**config.mk**
```make
export PLATFORM = sky130hd
export DESIGN_NAME = circle_pixel_generator_unit_flat
export DESIGN_NICKNAME = d
export VERILOG_FILES = /design/src/sv/cpg_pkg.sv /design/src/sv/cpg_in_if.sv /design/src/sv/cpg_out_if.sv /design/src/sv/circle_pixel_generator_unit.sv /design/src/sv/cpg_front.sv /design/src/sv/cpg_fifo.sv /design/src/sv/cpg_back.sv /design/src/flat_wrapper.sv
export SDC_FILE = /design/constraint.sdc
export NUM_CORES = 1
export LEC_CHECK = 0
export BUFFER_PORTS_ARGS = -buffer_cell sky130_fd_sc_hd__buf_2
export CAP_MARGIN = 10
export CORE_UTILIZATION = 30
export DETAILED_ROUTE_END_ITERATION = 10
export PLACE_DENSITY = 0.54
export SLEW_MARGIN = 20
export SYNTH_ARGS = -nofsm -noshare
export SYNTH_HDL_FRONTEND = slang
export SYNTH_SLANG_ARGS = --single-unit
```
**constraint.sdc**
```tcl
create_clock -name clk -period 7.5 [get_ports clk]
set_input_delay 0.75 -clock clk [delete_from_list [all_inputs] [get_ports clk]]
set_output_delay 0.75 -clock clk [all_outputs]
set_load 0.005 [all_outputs]
```
**src/sv/cpg_pkg.sv**
```systemverilog
package cpg_pkg;

    localparam int COORD_BITS_DEF  = 12;
    localparam int RADIUS_BITS_DEF = 10;
    localparam int QUEUE_DEPTH_DEF = 2;

    localparam int COLOUR_BITS = 16;
    localparam logic [COLOUR_BITS-1:0] COLOUR_RESET = 16'hF800;

    localparam logic REQ_START = 1'b0;
    localparam logic REQ_STEP  = 1'b1;

endpackage

```
**src/sv/cpg_in_if.sv**
```systemverilog
interface cpg_in_if #(
    parameter int COORD_BITS  = cpg_pkg::COORD_BITS_DEF,
    parameter int RADIUS_BITS = cpg_pkg::RADIUS_BITS_DEF
);
    logic                          valid;
    logic                          ready;
    logic                          req_type;
    logic signed [COORD_BITS-1:0]  center_x;
    logic signed [COORD_BITS-1:0]  center_y;
    logic        [RADIUS_BITS-1:0] radius;

    modport source (output valid, req_type, center_x, center_y, radius, input ready);
    modport sink   (input valid, req_type, center_x, center_y, radius, output ready);
endinterface

```
**src/sv/cpg_out_if.sv**
```systemverilog
interface cpg_out_if #(
    parameter int COORD_BITS = cpg_pkg::COORD_BITS_DEF
);
    logic                               valid;
    logic                               ready;
    logic signed [COORD_BITS:0]         pixel_x;
    logic signed [COORD_BITS:0]         pixel_y;
    logic [cpg_pkg::COLOUR_BITS-1:0]    colour;
    logic                               last_of_step;
    logic                               circle_done;

    modport source (output valid, pixel_x, pixel_y, colour, last_of_step, circle_done,
                    input ready);
    modport sink   (input valid, pixel_x, pixel_y, colour, last_of_step, circle_done,
                    output ready);
endinterface

```
**src/sv/circle_pixel_generator_unit.sv**
```systemverilog
// path: first pixel of a step passes through the step queue and the back-end output register
// throughput: one pixel per cycle while the sink is ready; a step gives one to eight
// pixels, set by the back-end pixel sequencer; a start gives no pixel
// a queue of QUEUE_DEPTH steps lets the front accept while pixels drain
// reset: asynchronous active low, idle with colour 0xF800
module circle_pixel_generator_unit #(
    parameter int COORD_BITS  = cpg_pkg::COORD_BITS_DEF,
    parameter int RADIUS_BITS = cpg_pkg::RADIUS_BITS_DEF,
    parameter int QUEUE_DEPTH = cpg_pkg::QUEUE_DEPTH_DEF
) (
    input  logic                            clk,
    input  logic                            rst_n,
    input  logic                            cfg_we,
    input  logic [cpg_pkg::COLOUR_BITS-1:0] cfg_wdata,
    cpg_in_if.sink                          in_ch,
    cpg_out_if.source                       out_ch
);
    import cpg_pkg::*;

    localparam int JOB_BITS = 2 * COORD_BITS + 2 * RADIUS_BITS + COLOUR_BITS + 1;

    logic                push;
    logic [JOB_BITS-1:0] push_job;
    logic                full;
    logic                pop;
    logic [JOB_BITS-1:0] head_job;
    logic                empty;

    cpg_front #(
        .COORD_BITS  (COORD_BITS),
        .RADIUS_BITS (RADIUS_BITS),
        .JOB_BITS    (JOB_BITS)
    ) u_front (
        .clk       (clk),
        .rst_n     (rst_n),
        .cfg_we    (cfg_we),
        .cfg_wdata (cfg_wdata),
        .in_ch     (in_ch),
        .push      (push),
        .push_job  (push_job),
        .full      (full)
    );

    cpg_fifo #(
        .WIDTH (JOB_BITS),
        .DEPTH (QUEUE_DEPTH)
    ) u_fifo (
        .clk       (clk),
        .rst_n     (rst_n),
        .push      (push),
        .push_data (push_job),
        .full      (full),
        .pop       (pop),
        .pop_data  (head_job),
        .empty     (empty)
    );

    cpg_back #(
        .COORD_BITS  (COORD_BITS),
        .RADIUS_BITS (RADIUS_BITS),
        .JOB_BITS    (JOB_BITS)
    ) u_back (
        .clk       (clk),
        .rst_n     (rst_n),
        .job_valid (!empty),
        .job       (head_job),
        .pop       (pop),
        .out_ch    (out_ch)
    );
endmodule

```
**src/sv/cpg_front.sv**
```systemverilog
module cpg_front #(
    parameter int COORD_BITS  = cpg_pkg::COORD_BITS_DEF,
    parameter int RADIUS_BITS = cpg_pkg::RADIUS_BITS_DEF,
    parameter int JOB_BITS    = 2 * COORD_BITS + 2 * RADIUS_BITS + cpg_pkg::COLOUR_BITS + 1
) (
    input  logic                            clk,
    input  logic                            rst_n,
    input  logic                            cfg_we,
    input  logic [cpg_pkg::COLOUR_BITS-1:0] cfg_wdata,
    cpg_in_if.sink                          in_ch,
    output logic                            push,
    output logic [JOB_BITS-1:0]             push_job,
    input  logic                            full
);
    import cpg_pkg::*;

    localparam int OW = RADIUS_BITS + 2;
    localparam int EW = RADIUS_BITS + 4;

    logic signed [COORD_BITS-1:0] cx_reg, cx_next;
    logic signed [COORD_BITS-1:0] cy_reg, cy_next;
    logic signed [OW-1:0]         x_reg, x_next;
    logic signed [OW-1:0]         y_reg, y_next;
    logic signed [EW-1:0]         e_reg, e_next;
    logic                         active_reg, active_next;
    logic [COLOUR_BITS-1:0]       colour_reg, colour_next;

    logic                         accept;
    logic signed [OW-1:0]         y1;
    logic signed [OW-1:0]         x1;
    logic signed [EW-1:0]         e1;
    logic signed [EW-1:0]         e2;
    logic                         move_x;
    logic                         done;

    assign in_ch.ready = !full;
    assign accept      = in_ch.valid && in_ch.ready;

    // one midpoint iteration
    always_comb
    begin
        y1     = y_reg + OW'(1);
        e1     = e_reg + EW'(y_reg) + EW'(y1);
        move_x = !e1[EW-1];
        x1     = move_x ? (x_reg - OW'(1)) : x_reg;
        e2     = move_x ? (e1 - EW'(x_reg) - EW'(x1)) : e1;
        done   = x1 < y1;
    end

    assign colour_next = cfg_we ? cfg_wdata : colour_reg;

    always_comb
    begin
        cx_next     = cx_reg;
        cy_next     = cy_reg;
        x_next      = x_reg;
        y_next      = y_reg;
        e_next      = e_reg;
        active_next = active_reg;
        push        = 1'b0;
        if (accept)
        begin
            unique case (in_ch.req_type)
                REQ_START:
                begin
                    cx_next     = in_ch.center_x;
                    cy_next     = in_ch.center_y;
                    x_next      = signed'(OW'(in_ch.radius));
                    y_next      = '0;
                    e_next      = -signed'(EW'(in_ch.radius));
                    active_next = 1'b1;
                end
                REQ_STEP:
                begin
                    if (active_reg)
                    begin
                        push        = 1'b1;
                        x_next      = x1;
                        y_next      = y1;
                        e_next      = e2;
                        active_next = !done;
                    end
                end
                default:
                begin
                end
            endcase
        end
    end

    assign push_job = {cx_reg, cy_reg, x_reg[RADIUS_BITS-1:0], y_reg[RADIUS_BITS-1:0],
                       colour_reg, done};

    always_ff @(posedge clk or negedge rst_n)
    begin
        if (!rst_n)
        begin
            cx_reg     <= '0;
            cy_reg     <= '0;
            x_reg      <= '0;
            y_reg      <= '0;
            e_reg      <= '0;
            active_reg <= 1'b0;
            colour_reg <= COLOUR_RESET;
        end
        else
        begin
            cx_reg     <= cx_next;
            cy_reg     <= cy_next;
            x_reg      <= x_next;
            y_reg      <= y_next;
            e_reg      <= e_next;
            active_reg <= active_next;
            colour_reg <= colour_next;
        end
    end
endmodule

```
**src/sv/cpg_fifo.sv**
```systemverilog
module cpg_fifo #(
    parameter int WIDTH = 8,
    parameter int DEPTH = cpg_pkg::QUEUE_DEPTH_DEF
) (
    input  logic             clk,
    input  logic             rst_n,
    input  logic             push,
    input  logic [WIDTH-1:0] push_data,
    output logic             full,
    input  logic             pop,
    output logic [WIDTH-1:0] pop_data,
    output logic             empty
);
    import cpg_pkg::*;

    localparam int AW = $clog2(DEPTH);
    localparam int CW = $clog2(DEPTH + 1);

    logic [WIDTH-1:0] mem_reg [DEPTH];
    logic [AW-1:0]    wr_ptr_reg, wr_ptr_next;
    logic [AW-1:0]    rd_ptr_reg, rd_ptr_next;
    logic [CW-1:0]    count_reg, count_next;
    logic             do_push;
    logic             do_pop;

    assign full     = count_reg == CW'(DEPTH);
    assign empty    = count_reg == '0;
    assign do_push  = push && !full;
    assign do_pop   = pop && !empty;
    assign pop_data = mem_reg[rd_ptr_reg];

    always_comb
    begin
        wr_ptr_next = wr_ptr_reg;
        rd_ptr_next = rd_ptr_reg;
        count_next  = count_reg;
        if (do_push)
        begin
            wr_ptr_next = (wr_ptr_reg == AW'(DEPTH - 1)) ? '0 : wr_ptr_reg + AW'(1);
        end
        if (do_pop)
        begin
            rd_ptr_next = (rd_ptr_reg == AW'(DEPTH - 1)) ? '0 : rd_ptr_reg + AW'(1);
        end
        if (do_push && !do_pop)
        begin
            count_next = count_reg + CW'(1);
        end
        else if (do_pop && !do_push)
        begin
            count_next = count_reg - CW'(1);
        end
    end

    always_ff @(posedge clk)
    begin
        if (do_push)
        begin
            mem_reg[wr_ptr_reg] <= push_data;
        end
    end

    always_ff @(posedge clk or negedge rst_n)
    begin
        if (!rst_n)
        begin
            wr_ptr_reg <= '0;
            rd_ptr_reg <= '0;
            count_reg  <= '0;
        end
        else
        begin
            wr_ptr_reg <= wr_ptr_next;
            rd_ptr_reg <= rd_ptr_next;
            count_reg  <= count_next;
        end
    end
endmodule

```
**src/sv/cpg_back.sv**
```systemverilog
module cpg_back #(
    parameter int COORD_BITS  = cpg_pkg::COORD_BITS_DEF,
    parameter int RADIUS_BITS = cpg_pkg::RADIUS_BITS_DEF,
    parameter int JOB_BITS    = 2 * COORD_BITS + 2 * RADIUS_BITS + cpg_pkg::COLOUR_BITS + 1
) (
    input  logic                clk,
    input  logic                rst_n,
    input  logic                job_valid,
    input  logic [JOB_BITS-1:0] job,
    output logic                pop,
    cpg_out_if.source           out_ch
);
    import cpg_pkg::*;

    localparam int PW = COORD_BITS + 1;

    logic [COORD_BITS-1:0]  job_cx;
    logic [COORD_BITS-1:0]  job_cy;
    logic [RADIUS_BITS-1:0] job_x;
    logic [RADIUS_BITS-1:0] job_y;
    logic [COLOUR_BITS-1:0] job_colour;
    logic                   job_done;

    logic [2:0]             slot_reg, slot_next;
    logic                   out_valid_reg, out_valid_next;
    logic [PW-1:0]          px_reg, px_next;
    logic [PW-1:0]          py_reg, py_next;
    logic [COLOUR_BITS-1:0] colour_reg, colour_next;
    logic                   last_reg, last_next;
    logic                   done_reg, done_next;

    logic [7:0]             mask;
    logic [2:0]             next_slot;
    logic                   is_last;
    logic [RADIUS_BITS-1:0] a;
    logic [RADIUS_BITS-1:0] b;
    logic [PW-1:0]          cx_e;
    logic [PW-1:0]          cy_e;
    logic [PW-1:0]          a_e;
    logic [PW-1:0]          b_e;
    logic                   load;

    assign {job_cx, job_cy, job_x, job_y, job_colour, job_done} = job;

    // distinct pixels of the eight-way reflection
    always_comb
    begin
        mask[0] = 1'b1;
        mask[1] = |job_x;
        mask[2] = |job_y;
        mask[3] = (|job_x) && (|job_y);
        mask[4] = job_x != job_y;
        mask[5] = (job_x != job_y) && (|job_y);
        mask[6] = (job_x != job_y) && (|job_x);
        mask[7] = (job_x != job_y) && (|job_x) && (|job_y);
    end

    always_comb
    begin
        next_slot = slot_reg;
        is_last   = 1'b1;
        for (int i = 7; i >= 0; i--)
        begin
            if (mask[i] && (3'(i) > slot_reg))
            begin
                next_slot = 3'(i);
                is_last   = 1'b0;
            end
        end
    end

    always_comb
    begin
        a    = slot_reg[2] ? job_y : job_x;
        b    = slot_reg[2] ? job_x : job_y;
        cx_e = PW'(signed'(job_cx));
        cy_e = PW'(signed'(job_cy));
        a_e  = PW'(a);
        b_e  = PW'(b);
    end

    assign load = job_valid && (!out_valid_reg || out_ch.ready);
    assign pop  = load && is_last;

    always_comb
    begin
        slot_next      = slot_reg;
        out_valid_next = out_valid_reg && !out_ch.ready;
        px_next        = px_reg;
        py_next        = py_reg;
        colour_next    = colour_reg;
        last_next      = last_reg;
        done_next      = done_reg;
        if (load)
        begin
            out_valid_next = 1'b1;
            px_next        = slot_reg[0] ? (cx_e - a_e) : (cx_e + a_e);
            py_next        = slot_reg[1] ? (cy_e - b_e) : (cy_e + b_e);
            colour_next    = job_colour;
            last_next      = is_last;
            done_next      = is_last && job_done;
            slot_next      = is_last ? 3'd0 : next_slot;
        end
    end

    assign out_ch.valid        = out_valid_reg;
    assign out_ch.pixel_x      = px_reg;
    assign out_ch.pixel_y      = py_reg;
    assign out_ch.colour       = colour_reg;
    assign out_ch.last_of_step = last_reg;
    assign out_ch.circle_done  = done_reg;

    always_ff @(posedge clk)
    begin
        px_reg     <= px_next;
        py_reg     <= py_next;
        colour_reg <= colour_next;
        last_reg   <= last_next;
        done_reg   <= done_next;
    end

    always_ff @(posedge clk or negedge rst_n)
    begin
        if (!rst_n)
        begin
            slot_reg      <= '0;
            out_valid_reg <= 1'b0;
        end
        else
        begin
            slot_reg      <= slot_next;
            out_valid_reg <= out_valid_next;
        end
    end
endmodule

```
**src/flat_wrapper.sv**
```systemverilog
// flat-port wrapper written by rule: the top's interface ports become plain ports
module circle_pixel_generator_unit_flat import cpg_pkg::*;
#(
    parameter int COORD_BITS  = cpg_pkg::COORD_BITS_DEF,
    parameter int RADIUS_BITS = cpg_pkg::RADIUS_BITS_DEF,
    parameter int QUEUE_DEPTH = cpg_pkg::QUEUE_DEPTH_DEF
)
  (clk, rst_n, cfg_we, cfg_wdata, in_ch_valid, in_ch_req_type, in_ch_center_x, in_ch_center_y, in_ch_radius, in_ch_ready, out_ch_valid, out_ch_pixel_x, out_ch_pixel_y, out_ch_colour, out_ch_last_of_step, out_ch_circle_done, out_ch_ready);
  cpg_in_if #(.COORD_BITS(COORD_BITS), .RADIUS_BITS(RADIUS_BITS)) in_ch_i ();
  cpg_out_if #(.COORD_BITS(COORD_BITS)) out_ch_i ();
  input  logic clk;
  input  logic rst_n;
  input  logic cfg_we;
  input  logic [cpg_pkg::COLOUR_BITS-1:0] cfg_wdata;
  input wire logic [$bits(in_ch_i.valid)-1:0] in_ch_valid;
  input wire logic [$bits(in_ch_i.req_type)-1:0] in_ch_req_type;
  input wire logic [$bits(in_ch_i.center_x)-1:0] in_ch_center_x;
  input wire logic [$bits(in_ch_i.center_y)-1:0] in_ch_center_y;
  input wire logic [$bits(in_ch_i.radius)-1:0] in_ch_radius;
  output wire logic [$bits(in_ch_i.ready)-1:0] in_ch_ready;
  output wire logic [$bits(out_ch_i.valid)-1:0] out_ch_valid;
  output wire logic [$bits(out_ch_i.pixel_x)-1:0] out_ch_pixel_x;
  output wire logic [$bits(out_ch_i.pixel_y)-1:0] out_ch_pixel_y;
  output wire logic [$bits(out_ch_i.colour)-1:0] out_ch_colour;
  output wire logic [$bits(out_ch_i.last_of_step)-1:0] out_ch_last_of_step;
  output wire logic [$bits(out_ch_i.circle_done)-1:0] out_ch_circle_done;
  input wire logic [$bits(out_ch_i.ready)-1:0] out_ch_ready;
  assign in_ch_i.valid = in_ch_valid;
  assign in_ch_i.req_type = in_ch_req_type;
  assign in_ch_i.center_x = in_ch_center_x;
  assign in_ch_i.center_y = in_ch_center_y;
  assign in_ch_i.radius = in_ch_radius;
  assign in_ch_ready = in_ch_i.ready;
  assign out_ch_valid = out_ch_i.valid;
  assign out_ch_pixel_x = out_ch_i.pixel_x;
  assign out_ch_pixel_y = out_ch_i.pixel_y;
  assign out_ch_colour = out_ch_i.colour;
  assign out_ch_last_of_step = out_ch_i.last_of_step;
  assign out_ch_circle_done = out_ch_i.circle_done;
  assign out_ch_i.ready = out_ch_ready;
  circle_pixel_generator_unit #(.COORD_BITS(COORD_BITS), .RADIUS_BITS(RADIUS_BITS), .QUEUE_DEPTH(QUEUE_DEPTH)) u_core (.clk(clk), .rst_n(rst_n), .cfg_we(cfg_we), .cfg_wdata(cfg_wdata), .in_ch(in_ch_i), .out_ch(out_ch_i));
endmodule
```
==> metrics.yaml, run 1 <==
yosysWarnings: 0
post_cts_buffers: 0
largest_reg_flops: 122
clkTransAtPathRegs_ps: 60
pwr-share-comb: 0.482
clk_latency_ps: 570
switching_share: 0.392
viasPerCell: 4.81
cts_hold_buffers: 0
grt_pass1_vias: 9167
final.setup.worst_slack_ps: 645
synthTopCellsByCount: "edfxtp_1 (166), mux2_2 (89), dfrtp_1 (82)"
rsz0062_at_grt: "no"
avgSynthCellArea_um2: 12.0
arrival_ps: 7340
drive_gt1_frac: 0.236
synth_area_leaders: "edfxtp_1 (35%), dfrtp_1 (15%), mux2_2 (7.1%)"
setup.worst_path.end_class: "flip-flop"
wl_met3_um: 1270
pre_cts_slack_ps: 567
critical-path-max-stage-delay_ps: 610
path_class: "flip-flop to flip-flop"
initial_core_util: 0.307
io_pins: 102
fp.dieW_um: 219
antenna_left: 0
slew_violations: 0
cts_buffer_depth: 3
timing.setup.tns_ps: 0
async_flop_share: 0.344
fmax_ghz: 0.146
synth.most_common_cell: "edfxtp_1"
grt_max_degree: 50
finalCriticalPeriod_ps: 6850
nets: 1411
p_switching_w: 0.00299
grt_pass1_wl_um: 51800
htree_levels: 1
numCtsBuffers: 29
highest_layer: "met4"
area_growth_syn_to_layout_pct: 15.6
hold_viol_final: 0
place_congestion: 0.845
grt_antenna_before_repair: 0
wl_um: 32800
track_usage: 0.139
first_pass_iters: 5
maxSlewHeadroom: 0.335
synth_nets: 1309
period_share: 0.914
grt_overflow: 0
port-buffer-count: 101
yosys.area.top_type: "edfxtp_1"
drt_iter0_markers: 465
p_int_w: 0.00465
rows: 78
powerDensity_nw_per_um2: 470
worstSetupStartpointType: "flip-flop"
final-seq-area_um2: 7170
worstMarginPinSlew_ps: 997
dieArea_um2: 47800
multi_input_area_um2: 6570
synth_seq_cells: 253
hp-class: "input port to asynchronous set/reset pin"
dpl.hpwl_um: 23500
outcome: "complete, no violations"
skew_ps: 11.8
slowest_stage: "dfrtp_1"
drc: 0
synth_top_cell_area_share: 0.354
crit_buf_inv: 2
path_delay_family: "compound AO/OA/AOI/OAI gates"
yosysSeqAreaShare: 0.509
wl_met1_um: 15800
netlist_area_um2: 14100
cts_resized: 0
post_drt_wl_per_cell_um: 17.3
clockRootBuffer: "clkbuf_16"
die_h_um: 219
drv_cap: 0
vias: 9122
p_clk_frac: 0.189
cp.required_ps: 7980
peakVddDrop_uv: 232
wl_met2_um: 15000
cts_tree: "yes"
worstPathMaxFanout: 16
synthCells: 1172
core_um2: 45800
leakage_nw: 6.26
ys_types: 77
fillers: 4469
setup-violations-final: 0
synth-edff-count: 166
synth-main-ff-cell: "edfxtp_1"
power.share.sequential: 0.330
cts.sinks: 253
==> final timing paths <==
path                                              startpoint                      endpoint  slack (ps)  cells after the start
worst max register to register       u_core.u_front.y_reg[0]      u_core.u_front.e_reg[12]         650                     28
worst max-delay path                 u_core.u_front.y_reg[0]      u_core.u_front.e_reg[12]         650                     28
worst min-delay path                                   rst_n  u_core.u_front.colour_reg[4]         250                      1
max in group asynchronous                              rst_n      u_core.u_fifo.rd_ptr_reg        6130                      2
worst min register to register  u_core.u_front.colour_reg[3]   u_core.u_fifo.mem_reg[1][4]         460                      0
min in group clk                                out_ch_ready    u_core.u_back.out_ch.valid         380                      2
==> layer usage <==
| layer | vias up | global-route usage |
|---|---|---|
| met5 | - | 0 |
| met4 | 0 | 0.0333 |
| met3 | 55 | 0.0196 |
| met2 | 162 | 0.226 |
| met1 | 4446 | 0.195 |
| li1 | 4459 | - |
==> layout by cell type, fill, tap and decap left out, drive strengths merged, types with 3 or more instances in the layout <==
cell	count
a31oi	6
nand3	20
clkinv	8
bufinv	3
xor2	51
o211ai	3
nand4	7
a21oi	61
and3	4
o21a	9
nand2	82
dfrtp	82
xnor2	80
nor4b	3
edfxtp	166
fa	11
a21boi	4
buf	110
inv	61
nor3	27
o41ai	4
o21bai	14
or3	12
o21ai	81
mux4	20
nand2b	11
and2	4
a21o	10
nor4	13
o31ai	3
or4	3
mux2	89
nor3b	3
clkinvlp	3
ha	70
clkbuf	37
mux2i	8
nor2b	12
dfstp	5
nor2	75
==> through the flow <==
stage               instances  utilization  total power, W  hold slack [ps]  cell area (µm²)
global route             1897        0.355         0.00829              288            16300
detailed placement       1843        0.334         0.00624              452            15300
finish                   1898        0.355         0.00764              246            16300
global placement         1843        0.334         0.00617              444            15300
CTS                      1897        0.355         0.00772              262            16300
floorplan                1172            -         0.00526              438            14100
==> power groups by stage <==
stage | sequential [W] | combinational (W) | clock (W)
2_1_floorplan | 0.00234 | 0.00291 | 0
3_3_place_gp | 0.00253 | 0.00364 | 0
3_5_place_dp | 0.00255 | 0.00369 | 0
4_1_cts | 0.00252 | 0.00372 | 0.00148
5_1_grt | 0.00258 | 0.00416 | 0.00154
6_report | 0.00252 | 0.00368 | 0.00144
==> layout make-up <==
class / count / share of cell area
flip-flops and latches: 253 / 0.441
multi-input cells: 822 / 0.404
repair buffers: 110 / 0.0354
inverters: 58 / 0.0137
clock inverters: 17 / 0.0118
clock buffers: 37 / 0.0477
diodes: 1 / 0.000154
well taps: 600 / 0.0462
==> kinds of logic after synthesis <==
family	share of synthesized area
simple gates	0.0998
flops	0.509
compound gates	0.0910
xor+xnor	0.0845
mux	0.110
buf+inv	0.0269
fa+ha+maj	0.0786
(Power assumes the default switching activity.)
==> inputs of run 2 (changes only) <==
--- a/config.mk
+++ b/config.mk
@@ -7,10 +7,10 @@
 export LEC_CHECK = 0
 export BUFFER_PORTS_ARGS = -buffer_cell sky130_fd_sc_hd__buf_2
 export CAP_MARGIN = 10
-export CORE_UTILIZATION = 30
+export CORE_UTILIZATION = 45
 export DETAILED_ROUTE_END_ITERATION = 10
-export PLACE_DENSITY = 0.54
-export SLEW_MARGIN = 20
+export PLACE_DENSITY = 0.66
+export SLEW_MARGIN = 30
 export SYNTH_ARGS = -nofsm -noshare
 export SYNTH_HDL_FRONTEND = slang
 export SYNTH_SLANG_ARGS = --single-unit
==> run 2 against run 1 <==
Compared with the run above: die area decreased by 33%; register-to-register slack improved by 110 ps; setup slack improved by 110 ps; via count increased by 1.2%; highest routed layer unchanged; power decreased by 1.9%; critical path type unchanged.
==> metrics.yaml, run 2 (synthesis results as in run 1) <==
critical-path-max-stage-delay_ps: 500  # -110 ps
initial_core_util: 0.459  # +0.151
setup-violations-final: 0  # unchanged
wl_met3_um: 1420  # +11%
path_class: "flip-flop to flip-flop"
drc: 0  # unchanged
r2r_setup_slack_ps: 760  # +110 ps
worstPathMaxFanout: 13  # -3
setup.worst_path.end_class: "flip-flop"
cp-endpoint: "u_core.u_front.e_reg[12]"
leakage_nw: 6.24  # -0.28%
clockRootBuffer: "clkbuf_16"
final_common_cell: "edfxtp_1"
core_um2: 30700  # -33%
worstRegToRegCells: 28  # unchanged
drv_cap: 0  # unchanged
clk_latency_ps: 530  # -40 ps
htree_levels: 1  # unchanged
maxSlewHeadroom: 0.396  # +0.0614
dpl.hpwl_um: 21900  # -6.9%
final.setup.worst_slack_ps: 757  # +112 ps
wl_met1_um: 13800  # -13%
outcome: "complete, no violations"
post_drt_wl_per_cell_um: 18.2  # +5.0%
drt_iter0_markers: 479  # +3.0%
largest_reg_flops: 122  # unchanged
finalCriticalPeriod_ps: 6740  # -112 ps
final_cell_mix: "edfxtp_1 (166), buf_2 (100), mux2_2 (89)"
hp-class: "input port to asynchronous set/reset pin"
fp.dieW_um: 179  # -18%
hold_viol_final: 0  # unchanged
dieArea_um2: 32000  # -33%
slew_violations: 0  # unchanged
antenna_cells: 0  # -1
pre_cts_slack_ps: 554  # -13.2 ps
timing.setup.tns_ps: 0  # unchanged
antenna_left: 0  # unchanged
wl_um: 30800  # -6.3%
numCtsBuffers: 27  # -6.9%
cts_tree: "yes"
critPathLaunch: "u_core.u_front.y_reg[0]"
peakVddDrop_uv: 225  # -2.9%
cts_buffer_depth: 3  # unchanged
cts_resized: 0  # unchanged
reg2reg_to: "u_core.u_front.e_reg[12]"
grt_overflow: 0  # unchanged
fmax_ghz: 0.148  # +1.7%
period_share: 0.899  # -0.0149
area_growth_syn_to_layout_pct: 13.4
grt_pass1_wl_um: 49500  # -4.3%
arrival_ps: 7190  # -150 ps
holdWs_ps: 194  # -52.3 ps
cts_hold_buffers: 0  # unchanged
grt_pass1_vias: 9333  # +1.8%
clkTransAtPathRegs_ps: 60  # about the same
vias: 9234  # +1.2%
rsz0062_at_grt: "no"
io_pins: 102  # unchanged
fin_util: 0.520  # +0.165
cp.required_ps: 7940  # -40 ps
wl_met2_um: 14600  # -2.9%
highest_layer: "met4"
powerDensity_nw_per_um2: 470  # about the same
port-buffer-count: 101  # unchanged
timing.rr.start: "u_core.u_front.y_reg[0]"
fillers: 2677  # -40%
die_h_um: 179  # -18%
first_pass_iters: 7  # +2
post_cts_buffers: 0  # unchanged
drive_gt1_frac: 0.234  # -0.00154
cts.sinks: 253  # unchanged
rows: 64  # -18%
worstMarginPinSlew_ps: 905  # -92.1 ps
slowest_stage: "dfrtp_2"
place_congestion: 0.893  # +5.7%
track_usage: 0.199  # +0.0595
grt_max_degree: 62  # +24%
grt_antenna_before_repair: 0  # unchanged
nets: 1414  # +0.21%
skew_ps: 7.68  # -4.17 ps
viasPerCell: 5.45  # +13%
worstSetupStartpointType: "flip-flop"
[run 2: cell types whose count changed in the layout (fill, tap and decap cells not counted), sizes merged]
cell      change
buf           +5
clkbuf        -4
clkinvlp      -1
inv           -1
diode         -1
clkinv        +1
[run 2: final cells by class]
type	instances	area (µm²)	area share
multi-input combinational	822	6570	0.412
sequential	253	7170	0.450
clock inverter	16	168	0.0105
clock buffer	33	708	0.0444
timing repair buffer	115	613	0.0384
tap	396	495	0.0311
inverter	58	223	0.0140
[run 2: how the worst min path moves through the flow]
stage                                   end                    startpoint
6_report       u_core.u_front.colour_reg[2]                         rst_n
3_5_place_dp    u_core.u_fifo.mem_reg[1][6]  u_core.u_front.colour_reg[5]
5_1_grt        u_core.u_front.colour_reg[2]                         rst_n
4_1_cts        u_core.u_front.colour_reg[2]                         rst_n
2_1_floorplan  u_core.u_fifo.mem_reg[0][10]  u_core.u_front.colour_reg[9]
3_3_place_gp   u_core.u_fifo.mem_reg[0][42]      u_core.u_front.cy_reg[5]
[run 2: critical path: cells and delay by family, from the launching register on]
family                   cells  cell delay [ps]
AO/OA/AOI/OAI               11             1970
AND/OR/NAND/NOR              8             1860
adder cells (fa/ha/maj)      4             1450
flip-flops                   1              500
multiplexers                 1              360
XOR/XNOR                     2              300
buffers and inverters        2              220
[run 2: report_power, final]
group	switching (W)	total (W)	internal, W
Clock	0.000541	0.00132	0.000775
Sequential	0.000410	0.00252	0.00211
Combinational	0.00195	0.00366	0.00171
[run 2: per-stage QoR]
step,instance area (µm²),instances,power (W)
global route,15900,1693,0.00810
detailed placement,15100,1644,0.00618
global placement,15100,1644,0.00609
CTS,15900,1693,0.00755
finish,15900,1693,0.00750
floorplan,14100,1172,0.00526
[run 2: layer usage]
layer / global-route usage / vias to the layer above
met3: 0.0244 / 58
met1: 0.265 / 4466
li1: - / 4468
met4: 0.0664 / 0
met5: 0 / -
met2: 0.335 / 242
